File: src/tte_pkg.sv
// Shared widths, constants and codes for the Taylor tangent evaluator.
package tte_pkg;

   // Request and response payload widths
   localparam int unsigned X_W      = 16;
   localparam int unsigned TERMS_W  = 5;
   localparam int unsigned RESULT_W = 32;
   localparam int unsigned FAULT_W  = 2;

   // Fixed-point formats
   localparam int unsigned Q_FRAC   = 12;  // fraction bits of x
   localparam int unsigned OUT_FRAC = 16;  // fraction bits of result

   // Defaults for the top-level parameters
   localparam int unsigned TERMS_MAX_DEF = 16;
   localparam int unsigned FRAC_BITS_DEF = 32;

   // Datapath widths
   localparam int unsigned SUM_W   = 64;
   localparam int unsigned HALF_W  = SUM_W / 2;
   localparam int unsigned PROD_W  = 2 * SUM_W;
   localparam int unsigned DIGIT_W = 8;

   // Term update: (mag * |x|) >> Q_FRAC, then divided by the term index
   localparam int unsigned TERM_P_W   = SUM_W + X_W;
   localparam int unsigned TERM_DIV_W = TERM_P_W - Q_FRAC;
   localparam int unsigned DIV_BYTES  = (TERM_DIV_W + DIGIT_W - 1) / DIGIT_W;
   localparam int unsigned DIV_REG_W  = DIV_BYTES * DIGIT_W;

   // Final quotient: any value at or above 2^GUARD saturates
   localparam int unsigned GUARD = RESULT_W + 1;
   localparam int unsigned CNT_W = $clog2(GUARD);

   localparam logic [RESULT_W-1:0] RES_MAX = {1'b0, {(RESULT_W-1){1'b1}}};
   localparam logic [RESULT_W-1:0] RES_MIN = {1'b1, {(RESULT_W-1){1'b0}}};

   typedef enum logic [FAULT_W-1:0] {
      FAULT_OK       = 2'd0,
      FAULT_COS_ZERO = 2'd1,
      FAULT_SAT      = 2'd2
   } fault_type;

endpackage

File: src/tte_radix_div.sv
// One radix-256 digit of long division by a small divisor.
module tte_radix_div #(
   parameter int unsigned DIV_W = 6
) (
   input  logic [DIV_W-1:0]            divisor,
   input  logic [DIV_W-1:0]            rem_in,
   input  logic [tte_pkg::DIGIT_W-1:0] digit_in,
   output logic [tte_pkg::DIGIT_W-1:0] quo,
   output logic [DIV_W-1:0]            rem_out
);
   import tte_pkg::*;

   logic [DIV_W:0] part;

   always_comb begin
      part = {1'b0, rem_in};
      for (int i = DIGIT_W - 1; i >= 0; i--) begin
         part = {part[DIV_W-1:0], digit_in[i]};
         if (part >= {1'b0, divisor}) begin
            part   = part - {1'b0, divisor};
            quo[i] = 1'b1;
         end else begin
            quo[i] = 1'b0;
         end
      end
      rem_out = part[DIV_W-1:0];
   end

endmodule

File: config.mk
export PLATFORM = sky130hd
export DESIGN_NAME = tte_radix_div
export DESIGN_NICKNAME = d
export VERILOG_FILES = /design/src/tte_pkg.sv /design/src/tte_radix_div.sv
export SDC_FILE = /design/constraint.sdc
export NUM_CORES = 1
export LEC_CHECK = 0
export BUFFER_PORTS_ARGS = -buffer_cell sky130_fd_sc_hd__buf_4
export CORE_ASPECT_RATIO = 2
export CORE_MARGIN = 1.5
export CORE_UTILIZATION = 59
export DETAILED_ROUTE_END_ITERATION = 6
export GPL_TIMING_DRIVEN = 0
export PLACE_DENSITY = 0.9
export SLEW_MARGIN = 20
export SYNTH_ARGS = -nofsm -noshare
export SYNTH_HDL_FRONTEND = slang
export SYNTH_SLANG_ARGS = --single-unit
File: constraint.sdc
create_clock -name vclk -period 33.1
set_input_delay 4.965 -clock vclk [all_inputs]
set_output_delay 4.965 -clock vclk [all_outputs]
set_load 0.03 [all_outputs]
======== Word level (Yosys, flattened, before mapping) ========
Cells that the tools add are included.
storage, ports and cells
  bits in registers ....................... 0
  output and inout bits ................... 14
  word-level logic and storage cells ...... 32
operators by class
  add/subtract/negate cells ............... 8
  $lt $le $gt $ge ......................... 8
  mux-type cells .......................... 16
operators with widths
  operator                      count
  >= comparator 7 x 6 -> 1 bit  8
  two-way mux 6 bit             8
  subtractor 6 bit              8
  two-way mux 1 bit             8

======== Longest topological paths before layout ========
Gate-level depths: netlist of the first run.
  word-level depth ........................ 16
  depth in mapped cells ................... 84
  mapped depth without buffers ............ 81

======== Worst setup path before layout of the first run ========
Ideal clock, no wire load.
  kind .................................... input to output
  start ................................... input port divisor[4]
  end ..................................... output port rem_out[0]
  arrival time ............................ 21.439 ns
  data required time ...................... 28.135 ns
  setup slack ............................. 6.696 ns
  stages .................................. 83
  path buffers ............................ 3
  path through ............................ inv_1 > ha_1 > a21o_1 > a211oi_2 > o21a_4 > clkinv_2 > o21ai_0 > inv_1 > ha_1 > a2111oi_0 > o21ai_0 > a21oi_1 > and2_1 > buf_6 > clkbuf_1 > inv_1 > nand2_1 > nand2_1 > [47 not listed] > nand2b_1 > a21o_1 > a21oi_1 > o21ai_0 > a21oi_1 > o31ai_1 > a31oi_1 > nand3_2 > mux2i_1 > ha_1 > a21o_1 > a21o_1 > a21o_1 > a21o_1 > a31o_2 > a21oi_1 > o211ai_4 > mux2i_1
on the way
  longest elaborated chain between the ends .. 16
  elaborated cells on any way between the ends .. 23
  those cells by class .................... add/sub (7); order compare (8); mux (8)
ends and longest elaborated chain
  what                                                                     RTL line                                  text
  start: declaration                                                       tte_radix_div.sv:5                        input logic [DIV_W-1:0] divisor,
  subtractor 6 bit / >= comparator 7 x 6 -> 1 bit (equally long branches)  tte_radix_div.sv:20, tte_radix_div.sv:19
  two-way mux 6 bit                                                        tte_radix_div.sv:19                       if (part >= {1'b0, divisor}) begin
  subtractor 6 bit / >= comparator 7 x 6 -> 1 bit (equally long branches)  tte_radix_div.sv:20, tte_radix_div.sv:19
  two-way mux 6 bit                                                        tte_radix_div.sv:19
  >= comparator 7 x 6 -> 1 bit / subtractor 6 bit (equally long branches)  tte_radix_div.sv:19, tte_radix_div.sv:20
  two-way mux 6 bit                                                        tte_radix_div.sv:19
  subtractor 6 bit / >= comparator 7 x 6 -> 1 bit (equally long branches)  tte_radix_div.sv:20, tte_radix_div.sv:19
  two-way mux 6 bit                                                        tte_radix_div.sv:19
  subtractor 6 bit / >= comparator 7 x 6 -> 1 bit (equally long branches)  tte_radix_div.sv:20, tte_radix_div.sv:19
  two-way mux 6 bit                                                        tte_radix_div.sv:19
  subtractor 6 bit / >= comparator 7 x 6 -> 1 bit (equally long branches)  tte_radix_div.sv:20, tte_radix_div.sv:19
  two-way mux 6 bit                                                        tte_radix_div.sv:19
  subtractor 6 bit / >= comparator 7 x 6 -> 1 bit (equally long branches)  tte_radix_div.sv:20, tte_radix_div.sv:19
  two-way mux 6 bit                                                        tte_radix_div.sv:19
  >= comparator 7 x 6 -> 1 bit *                                           tte_radix_div.sv:19
  two-way mux 6 bit *                                                      tte_radix_div.sv:19
  end: declaration                                                         tte_radix_div.sv:9                        output logic [DIV_W-1:0] rem_out
Mark *: on every way between the ends. The rest lies on a longest branch, timed or not.

======== Worst setup path in the final report of the first run ========
  start ................................... input port divisor[1]
  end ..................................... output port rem_out[4]
on the way
  longest elaborated chain between the ends .. 16
  elaborated cells on any way between the ends .. 24
  those cells by class .................... add/sub (8); order compare (8); mux (8)
ends and longest elaborated chain
  what                                                                     RTL line
  subtractor 6 bit / >= comparator 7 x 6 -> 1 bit (equally long branches)  tte_radix_div.sv:20, tte_radix_div.sv:19
  two-way mux 6 bit                                                        tte_radix_div.sv:19
  subtractor 6 bit / >= comparator 7 x 6 -> 1 bit (equally long branches)  tte_radix_div.sv:20, tte_radix_div.sv:19
  two-way mux 6 bit                                                        tte_radix_div.sv:19
  subtractor 6 bit / >= comparator 7 x 6 -> 1 bit (equally long branches)  tte_radix_div.sv:20, tte_radix_div.sv:19
  two-way mux 6 bit                                                        tte_radix_div.sv:19
  subtractor 6 bit / >= comparator 7 x 6 -> 1 bit (equally long branches)  tte_radix_div.sv:20, tte_radix_div.sv:19
  two-way mux 6 bit                                                        tte_radix_div.sv:19
  subtractor 6 bit / >= comparator 7 x 6 -> 1 bit (equally long branches)  tte_radix_div.sv:20, tte_radix_div.sv:19
  two-way mux 6 bit                                                        tte_radix_div.sv:19
  >= comparator 7 x 6 -> 1 bit / subtractor 6 bit (equally long branches)  tte_radix_div.sv:19, tte_radix_div.sv:20
  two-way mux 6 bit                                                        tte_radix_div.sv:19
  subtractor 6 bit / >= comparator 7 x 6 -> 1 bit (equally long branches)  tte_radix_div.sv:20, tte_radix_div.sv:19
  two-way mux 6 bit                                                        tte_radix_div.sv:19
  subtractor 6 bit / >= comparator 7 x 6 -> 1 bit (equally long branches)  tte_radix_div.sv:20, tte_radix_div.sv:19
  two-way mux 6 bit *                                                      tte_radix_div.sv:19
Marked as above.

==> flow_metrics.py, run 1 <==
metrics = {
    "outcome": {
        "status": "completed",
    },
    "sta": {
        "min_period_ps": 28330,
        "final_hold_viol_count": 0,
        "slew_viol_final": 0,
        "period_share_pct": 85.59,
        "setup_viol": 0,
        "tns_ps": 0,
        "grt_setup_unrepaired": "false",
        "worst_pin_slew_ps": 740.1,
        "max_freq_ghz": 0.03530,
        "slew-limit-headroom_pct": 50.47,
    },
    "setup_path": {
        "required_ps": 28130,
        "cp-start-kind": "primary input",
        "cp_top_family": "compound AO/OA/AOI/OAI gates",
        "cp.depth": 85,
        "critPathMaxStageDelay_ps": 650,
        "critPathBufInv": 16,
        "crit_fanout": 10,
        "cp-end-kind": "primary output",
        "critPathArrivalTime_ps": 23370,
        "critPathKind": "in -> out",
        "cp_slowest_cell": "or4b_2",
    },
    "logic_synthesis": {
        "syn_area_per_cell_um2": 7.850,
        "yosys.area.top_type_share_pct": 22.77,
        "yosysTopAreaCell": "ha_1",
        "yosys-top-cells-area": "ha_1, fa_1, inv_1",
        "yosysSeqAreaShare_pct": 0,
        "synthCells": 336,
        "syn-cell-area_um2": 2638,
        "ys_warn_count": 0,
        "synth_nets": 412,
        "ys_types": 62,
    },
    "layout": {
        "drive_gt1_share_pct": 17.84,
        "syn2layout_area_growth_pct": 12.24,
        "antennaDiodeCount": 0,
        "nClkBuffers": 0,
        "nets": 448,
        "mostFrequentLayoutCell": "ha_1",
        "seq_cell_count": 0,
        "final_cell_mix": "ha_1, inv_1, buf_4",
        "regArea_um2": 0,
    },
    "clock_tree": {
        "post_cts_buffers": 0,
        "cts_resized": 0,
        "postCtsHoldBufs": 0,
    },
    "route": {
        "vias_per_cell": 6.342,
        "dr.pass1.iters": 6,
        "routed_wl_um": 7292,
        "vias": 2689,
        "first_iter_violations": 56,
        "ant_nets": 0,
        "drc": 0,
        "wire_per_inst_um": 17.20,
    },
    "grt": {
        "antenna_found_initial": 0,
        "grt_pass1_wl_um": 11990,
        "grtUsageTotal_pct": 30.63,
        "grt-ovfl-total": 0,
        "grt_max_degree": 11,
        "grt_pass1_vias": 2773,
    },
    "placement": {
        "hpwl_um": 6070,
        "place.gp.congestion": 0.9384,
        "io_buffers": 34,
    },
    "die": {
        "dieArea_um2": 4905,
        "rows": 34,
        "start_util_pct": 60.78,
        "fp.dieW_um": 50.28,
        "ios": 34,
        "core_area_um2": 4339,
        "die_h_um": 97.56,
    },
    "min_path": {
        "worstHoldPathCells": 4,
        "hp-class": "in -> out",
    },
    "job": {
        "maxCapViolCount": 0,
    },
}
[worst paths after layout]
check / slack (ps) / startpoint / to
min: 10340 / digit_in[0] / rem_out[0]
max: 4770 / divisor[1] / rem_out[4]
[metal layers]
| layer | track usage, % | vias up | part of all wire, % |
|---|---|---|---|
| li1 | - | 1297 | - |
| met1 | 26.92 | 1250 | 34 |
| met2 | 59.41 | 99 | 54 |
| met3 | 2.462 | 43 | 3.8 |
| met4 | 22.86 | 0 | 8.3 |
| met5 | 0 | - | 0 |
[cell usage after synthesis (2+ instances only)]
cell type and count:
nand2_1 16, or3_1 2, o31a_1 2, and3_1 4
o211ai_1 3, mux2_1 4, o21ai_0 26, mux2_2 10
fa_1 8, buf_6 2, a211oi_1 2, inv_1 36
ha_1 48, nand3_2 2, xor2_1 14, nand2b_1 10
nand4_1 2, o32a_1 2, nand3_1 3, and2_1 2
a221o_1 2, nor2_1 24, a221oi_2 2, o21a_1 5
o31ai_1 3, xnor2_1 9, a221oi_1 2, mux2i_1 10
nor3_1 3, a31o_2 2, nor2b_1 11, a21o_1 13
a21oi_1 22, a31oi_1 2
[per-stage QoR]
step | setup slack (ps) | cell area [um^2] | util, % | hold slack (ps) | cells
2_1_floorplan | 6696 | 2638 | - | 10190 | 336
3_3_place_gp | 5413 | 2960 | 68.22 | 10310 | 424
3_5_place_dp | 5064 | 2960 | 68.22 | 10340 | 424
4_1_cts | 5001 | 2960 | 68.22 | 10340 | 424
5_1_grt | 3571 | 2960 | 68.22 | 10350 | 424
6_report | 4768 | 2960 | 68.22 | 10340 | 424
[final cells by class]
cell class,count,area [um^2]
inverter,39,150.1
timing repair buffer,34,255.2
tap,54,67.56
buffer,3,26.28
fill,390,1379
multi-input combinational,294,2461
[cell families after synthesis]
group / synth area share, %
buf+inv: 6.688
compound gates: 28.94
xor+xnor: 7.638
mux: 10.34
simple gates: 17.55
fa+ha+maj: 28.84
Power of run 1 is not shown: default switching activity piles up to over one toggle a cycle in this logic, so the estimate is an artifact.
==> inputs of run 2 (changes only) <==
- ABC_CLOCK_PERIOD_IN_PS: default -> 33100
- PLACE_DENSITY: 0.9 -> 0.81
==> run 2 against run 1 <==
Critical path depth is the same. Worst setup slack lost 170 ps. Utilization is the same. Final area is the same. Fmax shrank 0.60%. Routed wire length grew 0.95%. Die area is the same. Via count shrank 1.0%. Sequential share of layout area is the same. Final cell count is the same. Largest cell class unchanged.
==> flow_metrics.py, run 2 (synthesis results as in run 1) <==
metrics = {
    "layout": {
        "nClkBuffers": 0,
        "seq_cell_count": 0,
        "multiInputGateArea_um2": 2461,
        "antennaDiodeCount": 0,
        "mostFrequentLayoutCell": "ha_1",
        "regArea_um2": 0,
        "drive_gt1_share_pct": 17.84,
        "final_cell_mix": "ha_1, inv_1, buf_4",
        "fin_area_um2": 2960,
        "syn2layout_area_growth_pct": 12.24,
        "fillers": 425,
        "nets": 448,
    },
    "sta": {
        "tns_ps": 0,
        "slew-limit-headroom_pct": 49.63,
        "max_freq_ghz": 0.03508,
        "worst_pin_slew_ps": 752.7,
        "period_share_pct": 86.11,
        "min_period_ps": 28500,
        "final_hold_viol_count": 0,
        "slew_viol_final": 0,
        "setup_viol": 0,
        "grt_setup_unrepaired": "false",
    },
    "grt": {
        "grt_pass1_vias": 2669,
        "grt_max_degree": 11,
        "grt-ovfl-total": 0,
        "grtUsageTotal_pct": 30.43,
        "antenna_found_initial": 0,
        "grt_pass1_wl_um": 11730,
    },
    "setup_path": {
        "crit_fanout": 10,
        "cp-end-kind": "primary output",
        "critPathKind": "in -> out",
        "cp-start-kind": "primary input",
        "critPathMaxStageDelay_ps": 640,
        "cp_slowest_cell": "or4b_2",
        "critPathArrivalTime_ps": 23540,
        "required_ps": 28130,
        "crit_path_start": "divisor[4]",
    },
    "route": {
        "vias": 2662,
        "routed_wl_um": 7361,
        "wire_per_inst_um": 17.36,
        "dr.pass1.iters": 4,
        "drc": 0,
        "ant_nets": 0,
        "vias_per_cell": 6.278,
        "first_iter_violations": 39,
    },
    "die": {
        "die_h_um": 97.56,
        "rows": 34,
        "fp.dieW_um": 50.28,
        "core_area_um2": 4339,
        "ios": 34,
        "start_util_pct": 60.78,
        "dieArea_um2": 4905,
    },
    "placement": {
        "io_buffers": 34,
        "place.gp.congestion": 0.9112,
        "hpwl_um": 6221,
        "postPlaceCellArea_um2": 2960,
    },
    "clock_tree": {
        "cts_resized": 0,
        "post_cts_buffers": 0,
        "postCtsHoldBufs": 0,
    },
    "job": {
        "maxCapViolCount": 0,
    },
    "outcome": {
        "status": "completed",
    },
    "min_path": {
        "hp-class": "in -> out",
        "hold_start": "digit_in[0]",
    },
}
==> run 2: cell counts in the layout (fill, tap and decap cells not counted) <==
Identical to the previous run, type by type.
==> run 2: through the flow <==
step	instances	worst slack [ps]	hold WS (ps)	utilization, %
3_5_place_dp	424	4934	10340	68.22
4_1_cts	424	4849	10340	68.22
3_3_place_gp	424	5175	10320	68.22
2_1_floorplan	336	6696	10190	-
6_report	424	4598	10340	68.22
5_1_grt	424	3589	10360	68.22
==> run 2: worst paths after layout <==
kind,endpoint,depth (start not counted)
worst max-delay path,rem_out[1],85
worst min-delay path,rem_out[0],4
==> run 2: critical path, delay by kind of cell <==
kind	cells	cell delay, ps
and+or+nand+nor	15	2610
muxes	5	1690
buffers and inverters	16	2240
adders and majority gates	8	2390
AOI/OAI and AO/OA	41	9620
==> run 2: cell type report <==
type,count,share of cell area (%)
timing repair buffer,34,8.622
tap,54,2.282
multi-input combinational,294,83.14
inverter,39,5.072
buffer,3,0.8876
==> run 2: per-layer routing <==
| metal | part of all wire, % | GRT usage (%) | routed length (um) |
|---|---|---|---|
| met5 | 0 | 0 | 0 |
| met4 | 7.3 | 19.66 | 538 |
| met3 | 3.2 | 1.538 | 232 |
| met2 | 55 | 60.53 | 4034 |
| met1 | 35 | 27.23 | 2555 |
Power of run 2 is left out for the same reason.
==> inputs of run 3 (changes only) <==
- CORE_ASPECT_RATIO: 2 -> 1.2
- PLACE_DENSITY: 0.81 -> 0.91
==> run 3 against run 2 <==
Via count down 1.2%. Sequential share of layout area unchanged. Critical path depth unchanged. Worst setup slack better by 380 ps. Utilization up 1.3 points. Critical endpoint unchanged. Global-route usage down 4.1 points. Sequential cell count unchanged. Final area about the same. Critical path type unchanged. Largest cell class unchanged. Routed wire length down 9.8%. Final cell count up 0.47%. Hold slack better by 5.7 ps.
==> flow_metrics.py, run 3 (synthesis results as in run 1) <==
metrics = {
    "setup_path": {
        "cp_slowest_cell": "or4b_2",
        "cp-start-kind": "primary input",
        "critPathKind": "in -> out",
        "critPathMaxStageDelay_ps": 640,
        "required_ps": 28130,
        "crit_fanout": 10,
        "cp-end-kind": "primary output",
        "critPathArrivalTime_ps": 23150,
    },
    "die": {
        "start_util_pct": 61.89,
        "ios": 34,
        "dieArea_um2": 4882,
        "die_h_um": 76.24,
        "rows": 26,
        "fp.dieW_um": 64.04,
        "core_area_um2": 4262,
    },
    "grt": {
        "grt_max_degree": 11,
        "antenna_found_initial": 0,
        "grt_pass1_vias": 2586,
        "grt-ovfl-total": 0,
        "grtUsageTotal_pct": 26.36,
        "grt_pass1_wl_um": 10780,
    },
    "placement": {
        "postPlaceCellArea_um2": 2963,
        "io_buffers": 34,
        "dpl.cell_count": 426,
        "hpwl_um": 5503,
        "place.gp.congestion": 0.8976,
    },
    "clock_tree": {
        "postCtsHoldBufs": 0,
        "post_cts_buffers": 0,
        "cts_resized": 0,
    },
    "sta": {
        "worst_pin_slew_ps": 670.9,
        "slew-limit-headroom_pct": 55.10,
        "max_freq_ghz": 0.03556,
        "tns_ps": 0,
        "slew_viol_final": 0,
        "period_share_pct": 84.95,
        "final_hold_viol_count": 0,
        "grt_setup_unrepaired": "false",
        "min_period_ps": 28120,
        "hold_slack_ps": 10350,
        "setup_viol": 0,
    },
    "layout": {
        "antennaDiodeCount": 0,
        "fin_cells": 426,
        "drive_gt1_share_pct": 17.84,
        "seq_cell_count": 0,
        "nets": 448,
        "nClkBuffers": 0,
        "fin_area_um2": 2963,
        "mostFrequentLayoutCell": "ha_1",
        "syn2layout_area_growth_pct": 12.33,
        "regArea_um2": 0,
        "final_cell_mix": "ha_1, inv_1, buf_4",
    },
    "job": {
        "maxCapViolCount": 0,
    },
    "route": {
        "dr.pass1.iters": 4,
        "routed_wl_um": 6643,
        "first_iter_violations": 140,
        "vias_per_cell": 6.171,
        "wire_per_inst_um": 15.59,
        "vias": 2629,
        "drc": 0,
        "ant_nets": 0,
    },
    "min_path": {
        "hp-class": "in -> out",
    },
    "outcome": {
        "status": "completed",
    },
}
==> run 3: cell counts in the layout (fill, tap and decap cells not counted) <==
Identical to the previous run, type by type.
==> run 3: worst paths after layout <==
kind / startpoint / endpoint / slack [ps] / cells past startpoint
worst max-delay path: divisor[1] / rem_out[1] / 4980 / 85
worst min-delay path: digit_in[0] / rem_out[0] / 10350 / 4
==> run 3: layout make-up <==
type / count / area, um^2
tap: 56 / 70.07
inverter: 39 / 150.1
fill: 365 / 1299
buffer: 3 / 26.28
timing repair buffer: 34 / 255.2
multi-input combinational: 294 / 2461
==> run 3: stage by stage <==
stage	setup slack, ps	util, %
CTS	5179	69.52
finish	4981	69.52
global placement	5641	69.52
detailed placement	5249	69.52
floorplan	6696	-
global route	3932	69.52
==> run 3: per-layer routing <==
layer	vias up	wire length, um	track usage [%]
met3	16	160	1.182
li1	1305	-	-
met4	0	159	8.696
met2	60	3561	51.35
met1	1248	2760	29.53
met5	-	0	0
==> run 3: worst max-delay path, delay by kind of cell <==
family	cells	cell delay (ps)
AO/OA/AOI/OAI	41	9400
adder cells (fa/ha/maj)	8	2330
buffers and inverters	16	2260
multiplexers	5	1640
AND/OR/NAND/NOR	15	2550
Power of run 3 is left out for the same reason.
